### src/rtl/core/lattice_gas_collide_stream_unit_macros.svh
// Assertion helpers shared by the core files.
`ifndef LATTICE_GAS_COLLIDE_STREAM_UNIT_MACROS_SVH
`define LATTICE_GAS_COLLIDE_STREAM_UNIT_MACROS_SVH

`ifndef SYNTH
`define LGCS_ASSERT(lbl, prop, msg) \
   lbl: assert property (@(posedge clock) disable iff (reset) prop) else $error(msg);
`define LGCS_ASSERT_NEXT(lbl, ante, cons, msg) \
   lbl: assert property (@(posedge clock) disable iff (reset) ante |=> cons) else $error(msg);
`else
`define LGCS_ASSERT(lbl, prop, msg)
`define LGCS_ASSERT_NEXT(lbl, ante, cons, msg)
`endif

`endif

### src/rtl/core/lgcs_pkg.sv
package lgcs_pkg;

   localparam int MAX_SIDE  = 16;
   localparam int NUM_CHAN  = 343;
   localparam int NUM_WORDS = 6;
   localparam int WORD_W    = 64;
   localparam int VEL_SPAN  = 7;
   localparam int PLANE     = VEL_SPAN * VEL_SPAN;
   localparam int DEPTH     = MAX_SIDE * MAX_SIDE * MAX_SIDE;
   localparam int ADDR_W    = $clog2(DEPTH);
   localparam int CNT_W     = ADDR_W + 1;
   localparam int COORD_W   = $clog2(MAX_SIDE);
   localparam int SIDE_W    = 5;
   localparam int SQ_W      = $clog2(MAX_SIDE * MAX_SIDE + 1);
   localparam int CHAN_W    = 9;
   localparam int WSEL_W    = 3;
   localparam int TAIL_BITS = NUM_CHAN - (NUM_WORDS - 1) * WORD_W;

   localparam logic [1:0] ACT_WRITE = 2'd0;
   localparam logic [1:0] ACT_READ  = 2'd1;
   localparam logic [1:0] ACT_TICK  = 2'd2;

   localparam logic [1:0] STS_OK        = 2'd0;
   localparam logic [1:0] STS_BAD       = 2'd1;
   localparam logic [1:0] STS_EXHAUSTED = 2'd2;

   localparam logic [2:0] DIG_MAX = 3'(VEL_SPAN - 1);

   typedef logic [NUM_WORDS-1:0][WORD_W-1:0] row_type;

   typedef enum logic [3:0] {
      ST_CLEAR, ST_IDLE, ST_READ, ST_DONE, ST_CREAD, ST_CSTART, ST_CWAIT,
      ST_SPULL, ST_SDRAIN, ST_COPY, ST_CDRAIN
   } state_type;

   typedef enum logic [1:0] {PS_IDLE, PS_SCAN, PS_KEY, PS_SEARCH} pair_state_type;

   typedef struct packed {
      logic              change;
      logic [CHAN_W-1:0] lo;
      logic [CHAN_W-1:0] hi;
   } pair_res_type;

   typedef struct packed {
      logic [2:0] x;
      logic [2:0] y;
      logic [2:0] z;
   } digits_type;

   // channel -> per-axis digit (velocity + 3)
   function automatic digits_type chan_digits(input logic [CHAN_W-1:0] c);
      digits_type        d;
      logic [CHAN_W-1:0] r;
      d = '0;
      for (int k = 1; k < VEL_SPAN; k++)
         if (c >= CHAN_W'(PLANE * k)) d.x = 3'(k);
      r = c - CHAN_W'(d.x) * CHAN_W'(PLANE);
      for (int k = 1; k < VEL_SPAN; k++)
         if (r >= CHAN_W'(VEL_SPAN * k)) d.y = 3'(k);
      r = r - CHAN_W'(d.y) * CHAN_W'(VEL_SPAN);
      d.z = r[2:0];
      return d;
   endfunction

   function automatic logic [3:0] sq3(input logic [2:0] d);
      int v;
      v = int'(d) - 3;
      return 4'(v * v);
   endfunction

   function automatic logic [5:0] lsb64(input logic [WORD_W-1:0] w);
      logic [5:0] idx;
      idx = '0;
      for (int k = WORD_W - 1; k >= 0; k--)
         if (w[k]) idx = 6'(k);
      return idx;
   endfunction

   // true when a channel digit hops by the step opposite to source offset o
   function automatic logic hop_match(input int d, input logic [1:0] phase,
                                      input logic [1:0] o);
      int v;
      int mag;
      int h;
      v   = d - 3;
      mag = (v < 0) ? -v : v;
      h   = (v != 0 && mag >= int'(phase)) ? ((v > 0) ? 1 : -1) : 0;
      return h == (1 - int'(o));
   endfunction

   // channels that arrive from the neighbor at offset (ox,oy,oz) - 1
   function automatic row_type stream_mask(input logic [1:0] phase, input logic [1:0] ox,
                                           input logic [1:0] oy, input logic [1:0] oz);
      row_type m;
      int      c;
      m = '0;
      for (int dx = 0; dx < VEL_SPAN; dx++)
         for (int dy = 0; dy < VEL_SPAN; dy++)
            for (int dz = 0; dz < VEL_SPAN; dz++) begin
               c = PLANE * dx + VEL_SPAN * dy + dz;
               if (hop_match(dx, phase, ox) && hop_match(dy, phase, oy) &&
                   hop_match(dz, phase, oz))
                  m[c / WORD_W][c % WORD_W] = 1'b1;
            end
      return m;
   endfunction

endpackage

### src/rtl/core/lgcs_pair_unit.sv
`include "lattice_gas_collide_stream_unit_macros.svh"
module lgcs_pair_unit import lgcs_pkg::*; (
   input  logic         clock,
   input  logic         reset,
   input  logic         start,
   input  row_type      row,
   output logic         done,
   output pair_res_type res
);

   pair_state_type    state_ff, state_in;
   row_type           row_ff, row_in;
   logic [WSEL_W-1:0] word_ff, word_in;
   logic [1:0]        cnt_ff, cnt_in;
   logic [CHAN_W-1:0] first_ff, first_in, second_ff, second_in;
   logic [3:0]        sdx_ff, sdx_in, sdy_ff, sdy_in, sdz_ff, sdz_in;
   logic [5:0]        e_ff, e_in;
   logic [CHAN_W-1:0] cand_ff, cand_in;
   digits_type        cd_ff, cd_in;
   logic              done_ff, done_in;
   pair_res_type      res_ff, res_in;

   logic [WORD_W-1:0] cur, w2, w3;
   logic [1:0]        wc;
   logic [2:0]        cnt_sum;
   digits_type        da, db, dn;
   logic [4:0]        bdx, bdy, bdz;
   logic              b_ok, hit;
   logic [CHAN_W-1:0] bch;
   logic [5:0]        ec;

   always_comb begin
      cur     = row_ff[word_ff];
      w2      = cur & (cur - WORD_W'(1));
      w3      = w2 & (w2 - WORD_W'(1));
      wc      = 2'(cur != '0) + 2'(w2 != '0) + 2'(w3 != '0);
      cnt_sum = 3'(cnt_ff) + 3'(wc);

      da = chan_digits(first_ff);
      db = chan_digits(second_ff);
      dn = chan_digits(first_ff + CHAN_W'(1));

      // partner implied by momentum: b = sum - a on each axis
      bdx  = {1'b0, sdx_ff} - {2'b0, cd_ff.x};
      bdy  = {1'b0, sdy_ff} - {2'b0, cd_ff.y};
      bdz  = {1'b0, sdz_ff} - {2'b0, cd_ff.z};
      b_ok = !bdx[4] && bdx[3:0] <= 4'(DIG_MAX) && !bdy[4] && bdy[3:0] <= 4'(DIG_MAX) &&
             !bdz[4] && bdz[3:0] <= 4'(DIG_MAX);
      bch  = CHAN_W'(bdx[2:0]) * CHAN_W'(PLANE) + CHAN_W'(bdy[2:0]) * CHAN_W'(VEL_SPAN) +
             CHAN_W'(bdz[2:0]);
      ec   = 6'(sq3(cd_ff.x)) + 6'(sq3(cd_ff.y)) + 6'(sq3(cd_ff.z)) +
             6'(sq3(bdx[2:0])) + 6'(sq3(bdy[2:0])) + 6'(sq3(bdz[2:0]));
      hit  = b_ok && bch > cand_ff && ec == e_ff;
   end

   always_comb begin
      state_in  = state_ff;
      row_in    = row_ff;
      word_in   = word_ff;
      cnt_in    = cnt_ff;
      first_in  = first_ff;
      second_in = second_ff;
      sdx_in    = sdx_ff;
      sdy_in    = sdy_ff;
      sdz_in    = sdz_ff;
      e_in      = e_ff;
      cand_in   = cand_ff;
      cd_in     = cd_ff;
      done_in   = 1'b0;
      res_in    = res_ff;
      case (state_ff)
         PS_IDLE: begin
            if (start) begin
               row_in   = row;
               word_in  = '0;
               cnt_in   = '0;
               state_in = PS_SCAN;
            end
         end
         PS_SCAN: begin
            if (cur != '0) begin
               if (cnt_ff == 2'd0) begin
                  first_in  = {word_ff, lsb64(cur)};
                  second_in = {word_ff, lsb64(w2)};
               end else if (cnt_ff == 2'd1) begin
                  second_in = {word_ff, lsb64(cur)};
               end
            end
            cnt_in  = (cnt_sum > 3'd3) ? 2'd3 : cnt_sum[1:0];
            word_in = word_ff + WSEL_W'(1);
            if (word_ff == WSEL_W'(NUM_WORDS - 1)) begin
               if (cnt_in == 2'd2) begin
                  state_in = PS_KEY;
               end else begin
                  done_in       = 1'b1;
                  res_in.change = 1'b0;
                  state_in      = PS_IDLE;
               end
            end
         end
         PS_KEY: begin
            sdx_in   = 4'(da.x) + 4'(db.x);
            sdy_in   = 4'(da.y) + 4'(db.y);
            sdz_in   = 4'(da.z) + 4'(db.z);
            e_in     = 6'(sq3(da.x)) + 6'(sq3(da.y)) + 6'(sq3(da.z)) +
                       6'(sq3(db.x)) + 6'(sq3(db.y)) + 6'(sq3(db.z));
            cand_in  = first_ff + CHAN_W'(1);
            cd_in    = dn;
            state_in = PS_SEARCH;
         end
         PS_SEARCH: begin
            if (hit) begin
               done_in       = 1'b1;
               res_in.change = 1'b1;
               res_in.lo     = cand_ff;
               res_in.hi     = bch;
               state_in      = PS_IDLE;
            end else if (cand_ff == CHAN_W'(NUM_CHAN - 1)) begin
               cand_in = '0;
               cd_in   = '0;
            end else begin
               cand_in = cand_ff + CHAN_W'(1);
               if (cd_ff.z == DIG_MAX) begin
                  cd_in.z = '0;
                  if (cd_ff.y == DIG_MAX) begin
                     cd_in.y = '0;
                     cd_in.x = cd_ff.x + 3'd1;
                  end else begin
                     cd_in.y = cd_ff.y + 3'd1;
                  end
               end else begin
                  cd_in.z = cd_ff.z + 3'd1;
               end
            end
         end
         default: state_in = PS_IDLE;
      endcase
   end

   always_ff @(posedge clock) begin
      if (reset) begin
         state_ff <= PS_IDLE;
         done_ff  <= 1'b0;
      end else begin
         state_ff <= state_in;
         done_ff  <= done_in;
      end
      row_ff    <= row_in;
      word_ff   <= word_in;
      cnt_ff    <= cnt_in;
      first_ff  <= first_in;
      second_ff <= second_in;
      sdx_ff    <= sdx_in;
      sdy_ff    <= sdy_in;
      sdz_ff    <= sdz_in;
      e_ff      <= e_in;
      cand_ff   <= cand_in;
      cd_ff     <= cd_in;
      res_ff    <= res_in;
   end

   assign done = done_ff;
   assign res  = res_ff;

   `LGCS_ASSERT(a_start_idle, start |-> state_ff == PS_IDLE, "pair start while busy")
   `LGCS_ASSERT(a_pair_order, done_ff && res_ff.change |-> res_ff.lo < res_ff.hi, "pair order")
   `LGCS_ASSERT_NEXT(a_done_idle, done_in, state_ff == PS_IDLE, "done without idle")

endmodule

### config.mk
export PLATFORM = sky130hd
export DESIGN_NAME = lgcs_pair_unit
export DESIGN_NICKNAME = d
export VERILOG_FILES = /design/src/rtl/core/lgcs_pkg.sv /design/src/rtl/core/lgcs_pair_unit.sv
export VERILOG_INCLUDE_DIRS = /design/src /design/src/rtl/core
export SDC_FILE = /design/constraint.sdc
export NUM_CORES = 1
export LEC_CHECK = 0
export ABC_CLOCK_PERIOD_IN_PS = 45500
export BUFFER_PORTS_ARGS = -buffer_cell sky130_fd_sc_hd__clkbuf_2
export CAP_MARGIN = 30
export CELL_PAD_IN_SITES_DETAIL_PLACEMENT = 1
export CELL_PAD_IN_SITES_GLOBAL_PLACEMENT = 2
export CORE_MARGIN = 3
export CORE_UTILIZATION = 40
export CTS_BUF_LIST = sky130_fd_sc_hd__clkbuf_4
export CTS_CLUSTER_DIAMETER = 100
export DETAILED_ROUTE_END_ITERATION = 8
export GPL_TIMING_DRIVEN = 1
export HOLD_SLACK_MARGIN = 0.06
export PLACE_DENSITY_LB_ADDON = 0.1
export SLEW_MARGIN = 20
export SYNTH_ARGS = -nofsm -noshare
export SYNTH_HDL_FRONTEND = slang
export SYNTH_SLANG_ARGS = --single-unit
export TNS_END_PERCENT = 50
### constraint.sdc
create_clock -name clock -period 45.5 [get_ports clock]
set_clock_uncertainty 0.2 [all_clocks]
set_input_delay 9.1 -clock clock [delete_from_list [all_inputs] [get_ports clock]]
set_output_delay 9.1 -clock clock [all_outputs]
set_load 0.02 [all_outputs]
==> summary.md, run 1 <==
| Metric | Value |
|---|---|
| Setup TNS | `0 ns` |
| Critical path class | `in2reg` |
| Post-synthesis sequential area ratio | `50.6%` |
| Net Switching | `0.502 mW` |
| Clock transition at path regs | `0.07 ns` |
| Pwr/cell area | `43.8 nW/um2` |
| Dpl hpwl | `64500 um` |
| RSZ-0062 raised after global routing | `no` |
| CTS tree | `built` |
| Routed Antenna Nets | `0` |
| Vias | `20600` |
| Status | `finished, final reports clean` |
| Number of enable flip-flop cells after synthesis | `462` |
| Period utilisation layout | `25.7%` |
| CP max stage cell | `buf_4` |
| Post_cts resized | `0` |
| Req. time, crit path | `45.79 ns` |
| Total power draw | `1.41 mW` |
| Clk buf depth | `3` |
| Die height | `268 um` |
| Syn Nets | `2905` |
| Layout cell share with drive strength beyond 1 | `27.9%` |
| Drt wl/cell | `22.0 um` |
| Top Ports | `407` |
| Worst slew margin | `28.7%` |
| Core area | `67600 um2` |
| Routed WL | `82900 um` |
| Top_reg_cell synth | `edfxtp_1` |
| Post-place instance area | `30600 um2` |
| Area Growth Syn to Fin | `16.8%` |
| Synth top area share | `50.4%` |
| Width of the chip | `268 um` |
| Distinct cell type count of the synthesized netlist | `102` |
| Worst-margin pin slew | `1.07 ns` |
| CP max FO | `154` |
| Achievable Freq | `85.5 MHz` |
| Area contributors post-synth | `edfxtp_1 50%, ha_1 7.0%, mux2_2 3.6%, fa_1 2.9%, inv_1 2.4%` |
| Yosys warnings | `0` |
| Critical path buffer and inverter count | `6` |
| CTS buffer count | `120` |
| Drt first pass iters | `6` |
| Top cells by count, synth | `462 x edfxtp_1, 179 x inv_1, 158 x nor2_1` |
| Synthesized area per cell | `11.8 um2` |
| First-pass GRT wire length | `127000 um` |
| Comb power frac | `38.1%` |
| Mapped Area | `27500 um2` |
| Critical Path Start Type | `primary input` |
| Slowest Stage Delay on Critical Path | `0.56 ns` |
| Number of port buffers | `406` |
| Most frequent cell after synthesis | `edfxtp_1` |
| Clock Sinks | `465` |
| Maxcap violations | `0` |
| Worst skew pair latency | `0.93 ns` |
| Initial antenna violation count | `12` |
| CTS Hold Bufs | `0` |
| Tot GR Track Use | `22.9%` |
| Worst slack, placed | `32.64 ns` |
| Synthesis-stage register bit count | `465` |
| Vias/cell | `5.47` |
| Fraction of registers with async set/reset | `0%` |
| Clock power share | `24.4%` |
| Hold WS | `0.333 ns` |
| CTS root buf | `clkbuf_4` |
| Drc violations | `0` |
| Finished Cell Area | `32200 um2` |
| Cells along the critical path | `clkbuf_2 > nor3b_2 > buf_4 > buf_12 > buf_16 > buf_4 > buf_16` |
| GPL Wtd Cong | `0.833` |
| Drt initial violations | `1013` |
| CP delay by family, top | `buffers and inverters` |
| WP data arrival | `11.98 ns` |
| H-tree depth | `3` |
| FILL cells | `7414` |
| Setup crit end kind | `flop` |
| Largest net degree at the start of global routing | `206` |
| Worst IR Drop VDD | `0.0630 mV` |
| Final setup violating endpoints | `0` |
| Final min period | `11.70 ns` |
| Internal power | `0.907 mW` |
| Sequential share of power | `37.5%` |
| Post-route setup slack | `33.80 ns` |
| Fin. max-slew vios | `0` |
| Leakage | `12.9 nW` |
| Total grt overflow | `0` |
| Placed cells | `3564` |
| Largest area contributor in the netlist | `edfxtp_1` |
| Post-Syn Instances | `2325` |
| Die area | `72000 um2` |
| Vias in the first global route | `22300` |
| Sw Ratio | `35.6%` |
| Final core area utilization | `47.6%` |
| Row count | `95` |
| Postcts setup bufs | `0` |
| Fin cells | `3772` |
| # nets final | `3398` |
| Hold Path Class | `reg2reg` |
| Final hold vios | `0` |
| Initial core utilization | `40.7%` |
| R2r setup slk | `35.41 ns` |
==> routing by layer <==
layer / vias to the layer above / routed length [um] / track usage, %
met3: 90 / 3600 / 4.61
met2: 420 / 44600 / 43.1
met5: - / 61 / 0
met1: 10200 / 33400 / 26.9
met4: 10 / 1240 / 5.29
li1: 9849 / - / -
==> layout by cell type, fill, tap and decap left out, drive strengths merged, types with 40 or more instances in the layout <==
cell,count
a21oi,103
clkbuf,573
inv,182
nor2,158
edfxtp,462
o21ai,73
buf,48
mux2i,67
fa,40
mux2,101
nand3,54
nand2,135
ha,153
nor3,69
xnor2,65
==> power by group through the flow <==
stage / clock (mW) / sequential (mW) / combinational [mW]
2_1_floorplan: 0 / 0.555 / 0.379
6_report: 0.344 / 0.528 / 0.536
5_1_grt: 0.384 / 0.531 / 0.605
4_1_cts: 0.359 / 0.529 / 0.544
3_5_place_dp: 0 / 0.538 / 0.541
3_3_place_gp: 0 / 0.537 / 0.524
==> sequential cells by signal (all words and copies together) (netlist names), 2 cells and up, named ones only <==
signal and flops:
first_ff 9, res 19, word_ff 3, sdy_ff 4, sdz_ff 4, cnt_ff 2, e_ff 6, sdx_ff 4
row_ff 384, cd_ff 9, cand_ff 9, second_ff 9
==> worst paths after layout <==
check               from     endpoint  cells after the start
max                start  row_ff[320]                      7
min           cand_ff[4]      res[13]                      0
max reg2reg  first_ff[0]      e_ff[5]                     36
min reg2reg   cand_ff[4]      res[13]                      0
==> logic make-up after synthesis <==
kind of cell             Yosys count  share of synthesized area (%)
AND/OR/NAND/NOR                  618                           11.6
AO/OA/AOI/OAI                    502                           12.7
flip-flops                       465                           50.6
buffers and inverters            266                           4.15
adder cells (fa/ha/maj)          198                           10.1
multiplexers                     184                           7.89
XOR/XNOR                          92                           2.93
==> layout make-up <==
type	count	area [um2]	share of cell area, %
flip-flops and latches	465	13900	43.3
multi-input cells	1594	12500	38.9
repair buffers	457	2500	7.78
clock buffers	164	1230	3.83
well taps	873	1090	3.39
inverters	180	676	2.10
clock inverters	32	215	0.669
diodes	7	17.5	0.0544
(Power assumes the default switching activity.)
==> run 2, diff against run 1 <==
--- a/config.mk
+++ b/config.mk
@@ -6,13 +6,14 @@
 export SDC_FILE = /design/constraint.sdc
 export NUM_CORES = 1
 export LEC_CHECK = 0
-export ABC_CLOCK_PERIOD_IN_PS = 45500
+export ABC_AREA = 1
+export ABC_CLOCK_PERIOD_IN_PS = 10450
 export BUFFER_PORTS_ARGS = -buffer_cell sky130_fd_sc_hd__clkbuf_2
 export CAP_MARGIN = 30
 export CELL_PAD_IN_SITES_DETAIL_PLACEMENT = 1
 export CELL_PAD_IN_SITES_GLOBAL_PLACEMENT = 2
 export CORE_MARGIN = 3
-export CORE_UTILIZATION = 40
+export CORE_UTILIZATION = 33
 export CTS_BUF_LIST = sky130_fd_sc_hd__clkbuf_4
 export CTS_CLUSTER_DIAMETER = 100
 export DETAILED_ROUTE_END_ITERATION = 8
==> constraint.sdc (replaced) <==
create_clock -name clock -period 10.45 [get_ports clock]
set_clock_uncertainty 0.2 [all_clocks]
set_input_delay 2.09 -clock clock [delete_from_list [all_inputs] [get_ports clock]]
set_output_delay 2.09 -clock clock [all_outputs]
set_load 0.02 [all_outputs]
==> summary.md, run 2 <==
| Metric | Value |
|---|---|
| Vias/cell | `4.69 (-14%)` |
| Drt wl/cell | `18.6 um (-15%)` |
| Die height | `297 um (+11%)` |
| Most frequent cells in the layout | `872 x nand2_1, 499 x inv_1, 484 x nor2_1` |
| Post_cts resized | `0 (unchanged)` |
| Leading cell type in the layout, fill and taps excluded | `nand2_1` |
| Total grt overflow | `0 (unchanged)` |
| Routed WL | `92200 um (+11%)` |
| Number of port buffers | `406 (unchanged)` |
| Clk buf depth | `3 (unchanged)` |
| First-pass GRT wire length | `143000 um (+13%)` |
| Vias | `23200 (+13%)` |
| Drc violations | `0 (unchanged)` |
| Hold Path Class | `reg2reg` |
| Vias in the first global route | `25600 (+15%)` |
| Top Ports | `407 (unchanged)` |
| Die area | `88400 um2 (+23%)` |
| Clock transition at path regs | `0.07 ns (about the same)` |
| Distinct cell type count of the synthesized netlist | `64 (-37%)` |
| Status | `finished, final reports clean` |
| Clock Sinks | `465 (unchanged)` |
| Syn Nets | `3807 (+31%)` |
| Initial core utilization | `33.4% (-7.3 points)` |
| Fraction of registers with async set/reset | `0% (unchanged)` |
| Slowest Stage Delay on Critical Path | `0.62 ns (+0.06 ns)` |
| Setup crit end kind | `flop` |
| Synthesized area per cell | `8.68 um2 (-27%)` |
| Layout cell share with drive strength beyond 1 | `17.9% (-10 points)` |
| CP max stage cell | `o21ai_0` |
| Critical path class | `reg2reg` |
| Number of enable flip-flop cells after synthesis | `462 (unchanged)` |
| Top_reg_cell synth | `edfxtp_1` |
| Critical Path Start Type | `flop` |
| Req. time, crit path | `10.94 ns (-34.85 ns)` |
| Fin. max-slew vios | `0 (unchanged)` |
| Critical path buffer and inverter count | `7 (+1)` |
| Routed Antenna Nets | `0 (unchanged)` |
| Achievable Freq | `109 MHz` |
| Post-Syn Instances | `3227 (+39%)` |
| Worst-margin pin slew | `1.14 ns (+0.0751 ns)` |
| Final setup violating endpoints | `0 (unchanged)` |
| Row count | `106 (+12%)` |
| Leakage | `15.4 nW (+19%)` |
| Maxcap violations | `0 (unchanged)` |
| Most frequent cell after synthesis | `nand2_1` |
| RSZ-0062 raised after global routing | `no` |
| Worst slack, placed | `1.18 ns (-31.46 ns)` |
| Postcts setup bufs | `0 (unchanged)` |
| H-tree depth | `4 (+1)` |
| Largest net degree at the start of global routing | `159 (-23%)` |
| CP max FO | `9 (-94%)` |
| Largest area contributor in the netlist | `edfxtp_1` |
| Area contributors post-synth | `edfxtp_1 50%, nand2_1 12%, ha_1 6.8%, inv_1 6.7%, nor2_1 6.5%` |
| Mapped Area | `28000 um2 (+1.7%)` |
| Tot GR Track Use | `20.8% (-2.1 points)` |
| Top cells by count, synth | `872 x nand2_1, 500 x inv_1, 484 x nor2_1` |
| R2r setup slk | `1.24 ns (-34.17 ns)` |
| Worst slew margin | `23.7% (-5.0 points)` |
| Dpl hpwl | `71900 um (+11%)` |
| CTS Hold Bufs | `0 (unchanged)` |
| WP data arrival | `9.70 ns (-2.28 ns)` |
| Final min period | `9.21 ns` |
| FILL cells | `10200 (+37%)` |
| Register area | `13900 um2 (unchanged)` |
| Synth top area share | `49.5% (-0.83 points)` |
| Post-route setup slack | `1.24 ns (-32.57 ns)` |
| Yosys warnings | `0 (unchanged)` |
| Drt first pass iters | `5 (-1)` |
| Hold WS | `0.267 ns (-0.0655 ns)` |
| Multi-input gate area | `11700 um2 (-6.3%)` |
| Drt initial violations | `865 (-15%)` |
| Period utilisation layout | `88.2%` |
| CTS buffer count | `136 (+13%)` |
| Pwr/cell area | `182 nW/um2 (+320%)` |
| CTS tree | `built` |
| Worst skew pair latency | `0.99 ns (+0.06 ns)` |
| CTS root buf | `clkbuf_4` |
| Worst IR Drop VDD | `0.215 mV (+240%)` |
| Core area | `83800 um2 (+24%)` |
| Total power draw | `5.99 mW (+330%)` |
| Setup TNS | `0 ns (unchanged)` |
| Largest register FFs | `384 (unchanged)` |
| Initial antenna violation count | `14 (+2)` |
| CP delay by family, top | `adder cells` |
| Largest register by flop count | `row_ff` |
| Final hold vios | `0 (unchanged)` |
| Synthesis-stage register bit count | `465 (unchanged)` |
| # nets final | `4300 (+27%)` |
| GPL Wtd Cong | `0.849 (+2.0%)` |
| Most frequent cell on the critical path | `inv_1` |
| Post-synthesis sequential area ratio | `49.7% (-0.84 points)` |
| Width of the chip | `297 um (+11%)` |
| Area Growth Syn to Fin | `17.7%` |
==> run 2: changes by cell type in the layout (fill, tap and decap cells not counted), moves of 36 or more <==
| cell | delta |
|---|---|
| o21ai_0 | +59 |
| inv_1 | +320 |
| mux2_2 | -87 |
| nand3_1 | +47 |
| xnor2_1 | -36 |
| nand2_1 | +739 |
| mux2i_1 | -67 |
| nor2_1 | +327 |
| o21ai_1 | +48 |
==> run 2: layout make-up <==
type | instances | area share, %
inverters | 507 | 5.82
well taps | 1134 | 4.30
repair buffers | 428 | 6.84
clock inverters | 40 | 0.857
flip-flops and latches | 465 | 42.3
multi-input cells | 2182 | 35.5
diodes | 9 | 0.0683
clock buffers | 190 | 4.33
==> run 2: power breakdown <==
part	switching (mW)	internal, mW
logic	1.30	0.677
clock network	0.793	0.936
registers	0.0370	2.25
total	2.13	3.86
==> run 2: worst paths after layout <==
kind,startpoint,end,cells past startpoint
worst min-delay path,cand_ff[5],res[14],0
worst min register to register,cand_ff[5],res[14],0
worst max-delay path,first_ff[0],e_ff[5],40
worst max register to register,first_ff[0],e_ff[5],40
==> run 2: per-stage QoR <==
stage / area [um2] / utilization, % / std cells
3_3_place_gp: 31200 / 37.2 / 4715
2_1_floorplan: 28000 / - / 3227
5_1_grt: 33000 / 39.3 / 4952
4_1_cts: 32900 / 39.3 / 4945
6_report: 33000 / 39.3 / 4955
3_5_place_dp: 31200 / 37.2 / 4715
==> run 2: logic make-up (layout without fill, tap and decap cells) <==
logic type                 count (synthesis)  count (layout)  share of synthesized area, %
AOI/OAI and AO/OA                        363             363                          7.56
xor gates and xnor gates                  77              77                          2.41
adders and majority gates                194             194                          9.73
buffers and inverters                    580            1165                          8.47
DFF                                      465             465                          49.7
other                                      0               9                             0
and+or+nand+nor                         1548            1548                          22.1
==> run 2: worst register-to-register path, delay by kind of cell, from the launching register on <==
family          cells  cell delay (ns)
compound gates     12             2.37
xor+xnor            4             0.58
fa+ha+maj           8             3.05
buf+inv             7             0.91
flops               1             0.59
simple gates        9             1.27
==> run 2: per-layer routing <==
layer | part of all wire (%) | vias to the layer above | GRT usage, %
met3 | 4.0 | 137 | 4.29
li1 | - | 11500 | -
met4 | 2.5 | 14 | 7.06
met5 | 0.093 | - | 0
met2 | 52 | 432 | 38.2
met1 | 42 | 11100 | 24.2
==> run 3, diff against run 2 <==
--- a/config.mk
+++ b/config.mk
@@ -13,13 +13,13 @@
 export CELL_PAD_IN_SITES_DETAIL_PLACEMENT = 1
 export CELL_PAD_IN_SITES_GLOBAL_PLACEMENT = 2
 export CORE_MARGIN = 3
-export CORE_UTILIZATION = 33
+export CORE_UTILIZATION = 30
 export CTS_BUF_LIST = sky130_fd_sc_hd__clkbuf_4
 export CTS_CLUSTER_DIAMETER = 100
 export DETAILED_ROUTE_END_ITERATION = 8
 export GPL_TIMING_DRIVEN = 1
 export HOLD_SLACK_MARGIN = 0.06
-export PLACE_DENSITY_LB_ADDON = 0.1
+export PLACE_DENSITY = 0.79
 export SLEW_MARGIN = 20
 export SYNTH_ARGS = -nofsm -noshare
 export SYNTH_HDL_FRONTEND = slang
==> summary.md, run 3 (synthesis results as in run 2) <==
| Metric | Value |
|---|---|
| Status | `finished, final reports clean` |
| Critical path class | `reg2reg` |
| Drt initial violations | `1215 (+40%)` |
| Fin. max-slew vios | `0 (unchanged)` |
| Comb power frac | `32.3% (-0.7 points)` |
| Worst-margin pin slew | `1.17 ns (+0.0276 ns)` |
| Drt wl/cell | `17.4 um (-6.4%)` |
| Core area | `92100 um2 (+9.9%)` |
| Final min period | `9.16 ns (-0.0582 ns)` |
| Worst reg2reg path depth | `37 (-7.5%)` |
| Crit path depth | `37 (-7.5%)` |
| Number of port buffers | `406 (unchanged)` |
| Dpl hpwl | `67600 um (-5.9%)` |
| Slowest Stage Delay on Critical Path | `0.61 ns (about the same)` |
| Net Switching | `2.12 mW (-0.65%)` |
| Most frequent cells in the layout | `872 x nand2_1, 499 x inv_1, 482 x nor2_1` |
| Row count | `111 (+4.7%)` |
| Hold depth | `0 (unchanged)` |
| Vias/cell | `4.55 (-2.9%)` |
| Critical Path End | `e_ff[5]` |
| Clock transition at path regs | `0.07 ns (about the same)` |
| Initial core utilization | `30.4% (-3.0 points)` |
| Drt first pass iters | `5 (unchanged)` |
| Largest net degree at the start of global routing | `185 (+16%)` |
| Worst slack, placed | `1.28 ns (+0.100 ns)` |
| Worst IR Drop VDD | `0.172 mV (-20%)` |
| Tot GR Track Use | `18.0% (-2.8 points)` |
| CP delay by family, top | `adder cells` |
| Finished Cell Area | `33100 um2 (+0.31%)` |
| Sw Ratio | `35.7% (+0.17 points)` |
| CTS root buf | `clkbuf_4` |
| Hold Path Class | `reg2reg` |
| Internal power | `3.81 mW (-1.4%)` |
| Leakage | `15.4 nW (-0.22%)` |
| Postcts setup bufs | `0 (unchanged)` |
| Die height | `312 um (+4.8%)` |
| Worst slew margin | `21.9% (-1.8 points)` |
| Setup TNS | `0 ns (unchanged)` |
| Critical path launch point | `first_ff[0]` |
| H-tree depth | `4 (unchanged)` |
| Clock Sinks | `465 (unchanged)` |
| CTS Hold Bufs | `0 (unchanged)` |
| First-pass GRT wire length | `136000 um (-4.9%)` |
| CP max FO | `9 (unchanged)` |
| Width of the chip | `312 um (+4.8%)` |
| Period utilisation layout | `87.6% (-0.56 points)` |
| Pwr/cell area | `179 nW/um2 (-1.4%)` |
| Drc violations | `0 (unchanged)` |
| Final setup violating endpoints | `0 (unchanged)` |
| Vias | `23100 (-0.70%)` |
| # nets final | `4296 (-0.093%)` |
| Top Ports | `407 (unchanged)` |
| Initial antenna violation count | `29 (+15)` |
| CP max stage cell | `o21ai_0` |
| Largest register FFs | `384 (unchanged)` |
| CTS tree | `built` |
| Worst skew pair latency | `1.00 ns (about the same)` |
| Clock power share | `29.2% (+0.3 points)` |
| Worst reg2reg endpoint | `e_ff[5]` |
| Final hold vios | `0 (unchanged)` |
| GPL Wtd Cong | `0.825 (-2.9%)` |
| Clk buf depth | `3 (unchanged)` |
| Leading cell type in the layout, fill and taps excluded | `nand2_1` |
| Die area | `97100 um2 (+9.8%)` |
| Layout cell share with drive strength beyond 1 | `18.0% (+0.18 points)` |
| RSZ-0062 raised after global routing | `no` |
| Routed WL | `88200 um (-4.3%)` |
| Req. time, crit path | `10.99 ns (+0.05 ns)` |
| Most frequent cell on the critical path | `inv_1` |
| Setup crit end kind | `flop` |
| Maxcap violations | `0 (unchanged)` |
| Achievable Freq | `109 MHz (+0.63%)` |
| Vias in the first global route | `24900 (-2.9%)` |
| Sequential share of power | `38.6% (+0.5 points)` |
| Routed Antenna Nets | `0 (unchanged)` |
| Critical Path Start Type | `flop` |
| Total grt overflow | `0 (unchanged)` |
| Largest register by flop count | `row_ff` |
| R2R Path Start | `first_ff[0]` |
| Post-place instance area | `31400 um2 (+0.43%)` |
| Post_cts resized | `0 (unchanged)` |
| CTS buffer count | `133 (-2.2%)` |
| Area Growth Syn to Fin | `18.1%` |
| Post-route setup slack | `1.29 ns (+0.0582 ns)` |
| WP data arrival | `9.70 ns (about the same)` |
| Critical path buffer and inverter count | `7 (unchanged)` |
| R2r setup slk | `1.29 ns (+0.06 ns)` |
-- run 3: cell types whose count changed in the layout (fill, tap and decap cells not counted), moves of 2 or more --
cell / previous run / this run
buf_4: 18 / 15
bufinv_16: 4 / 2
clkinv_1: 28 / 14
diode_2: 9 / 22
inv_2: 6 / 4
inv_6: 3 / 7
inv_8: 0 / 2
nor2_1: 484 / 482
nor2_2: 9 / 11
-- run 3: how the worst min path moves through the flow --
stage	start	end	slack (ns)
after global routing	cand_ff[3]	res[12]	0.32
after global placement	cand_ff[3]	res[12]	0.29
after CTS	cand_ff[3]	res[12]	0.31
after floorplan	cand_ff[5]	res[14]	0.25
after detailed placement	cand_ff[3]	res[12]	0.30
final	cand_ff[3]	res[12]	0.30
-- run 3: worst register-to-register path: cells and delay by family, from the launching register on --
kind,cells,cell delay (ns)
buffers and inverters,7,0.86
XOR/XNOR,4,0.61
flip-flops,1,0.55
AO/OA/AOI/OAI,10,2.37
adder cells (fa/ha/maj),9,3.49
AND/OR/NAND/NOR,7,0.85
-- run 3: final cells by class --
type	count	area, um2
antenna	22	55.1
clock buffer	191	1430
clock inverter	30	233
fill	11100	59000
inverter	507	1920
multi-input combinational	2182	11700
sequential	465	13900
tap	1243	1560
timing repair buffer	427	2230
-- run 3: stage by stage --
step / utilization [%] / power, mW / hold slack (ns) / cells
floorplan: - / 3.71 / 0.250 / 3227
global placement: 34.0 / 4.22 / 0.291 / 4821
detailed placement: 34.0 / 4.26 / 0.303 / 4823
CTS: 35.9 / 6.05 / 0.315 / 5044
global route: 35.9 / 6.41 / 0.316 / 5063
finish: 35.9 / 5.93 / 0.303 / 5067
-- run 3: power groups by stage --
stage	clock network, mW	registers, mW	logic [mW]
after floorplan	0	2.34	1.37
after global placement	0	2.32	1.90
after detailed placement	0	2.33	1.94
after CTS	1.82	2.29	1.95
after global routing	1.91	2.29	2.21
final	1.73	2.29	1.91
-- run 3: metal layers --
metal  track usage (%)  wire [um]  up-vias
met4              7.68       2450       10
met2              32.1      44800      424
met3              4.15       3880      137
met1              20.7      37000    11000
li1                  -          -    11500
met5                 0         65        -
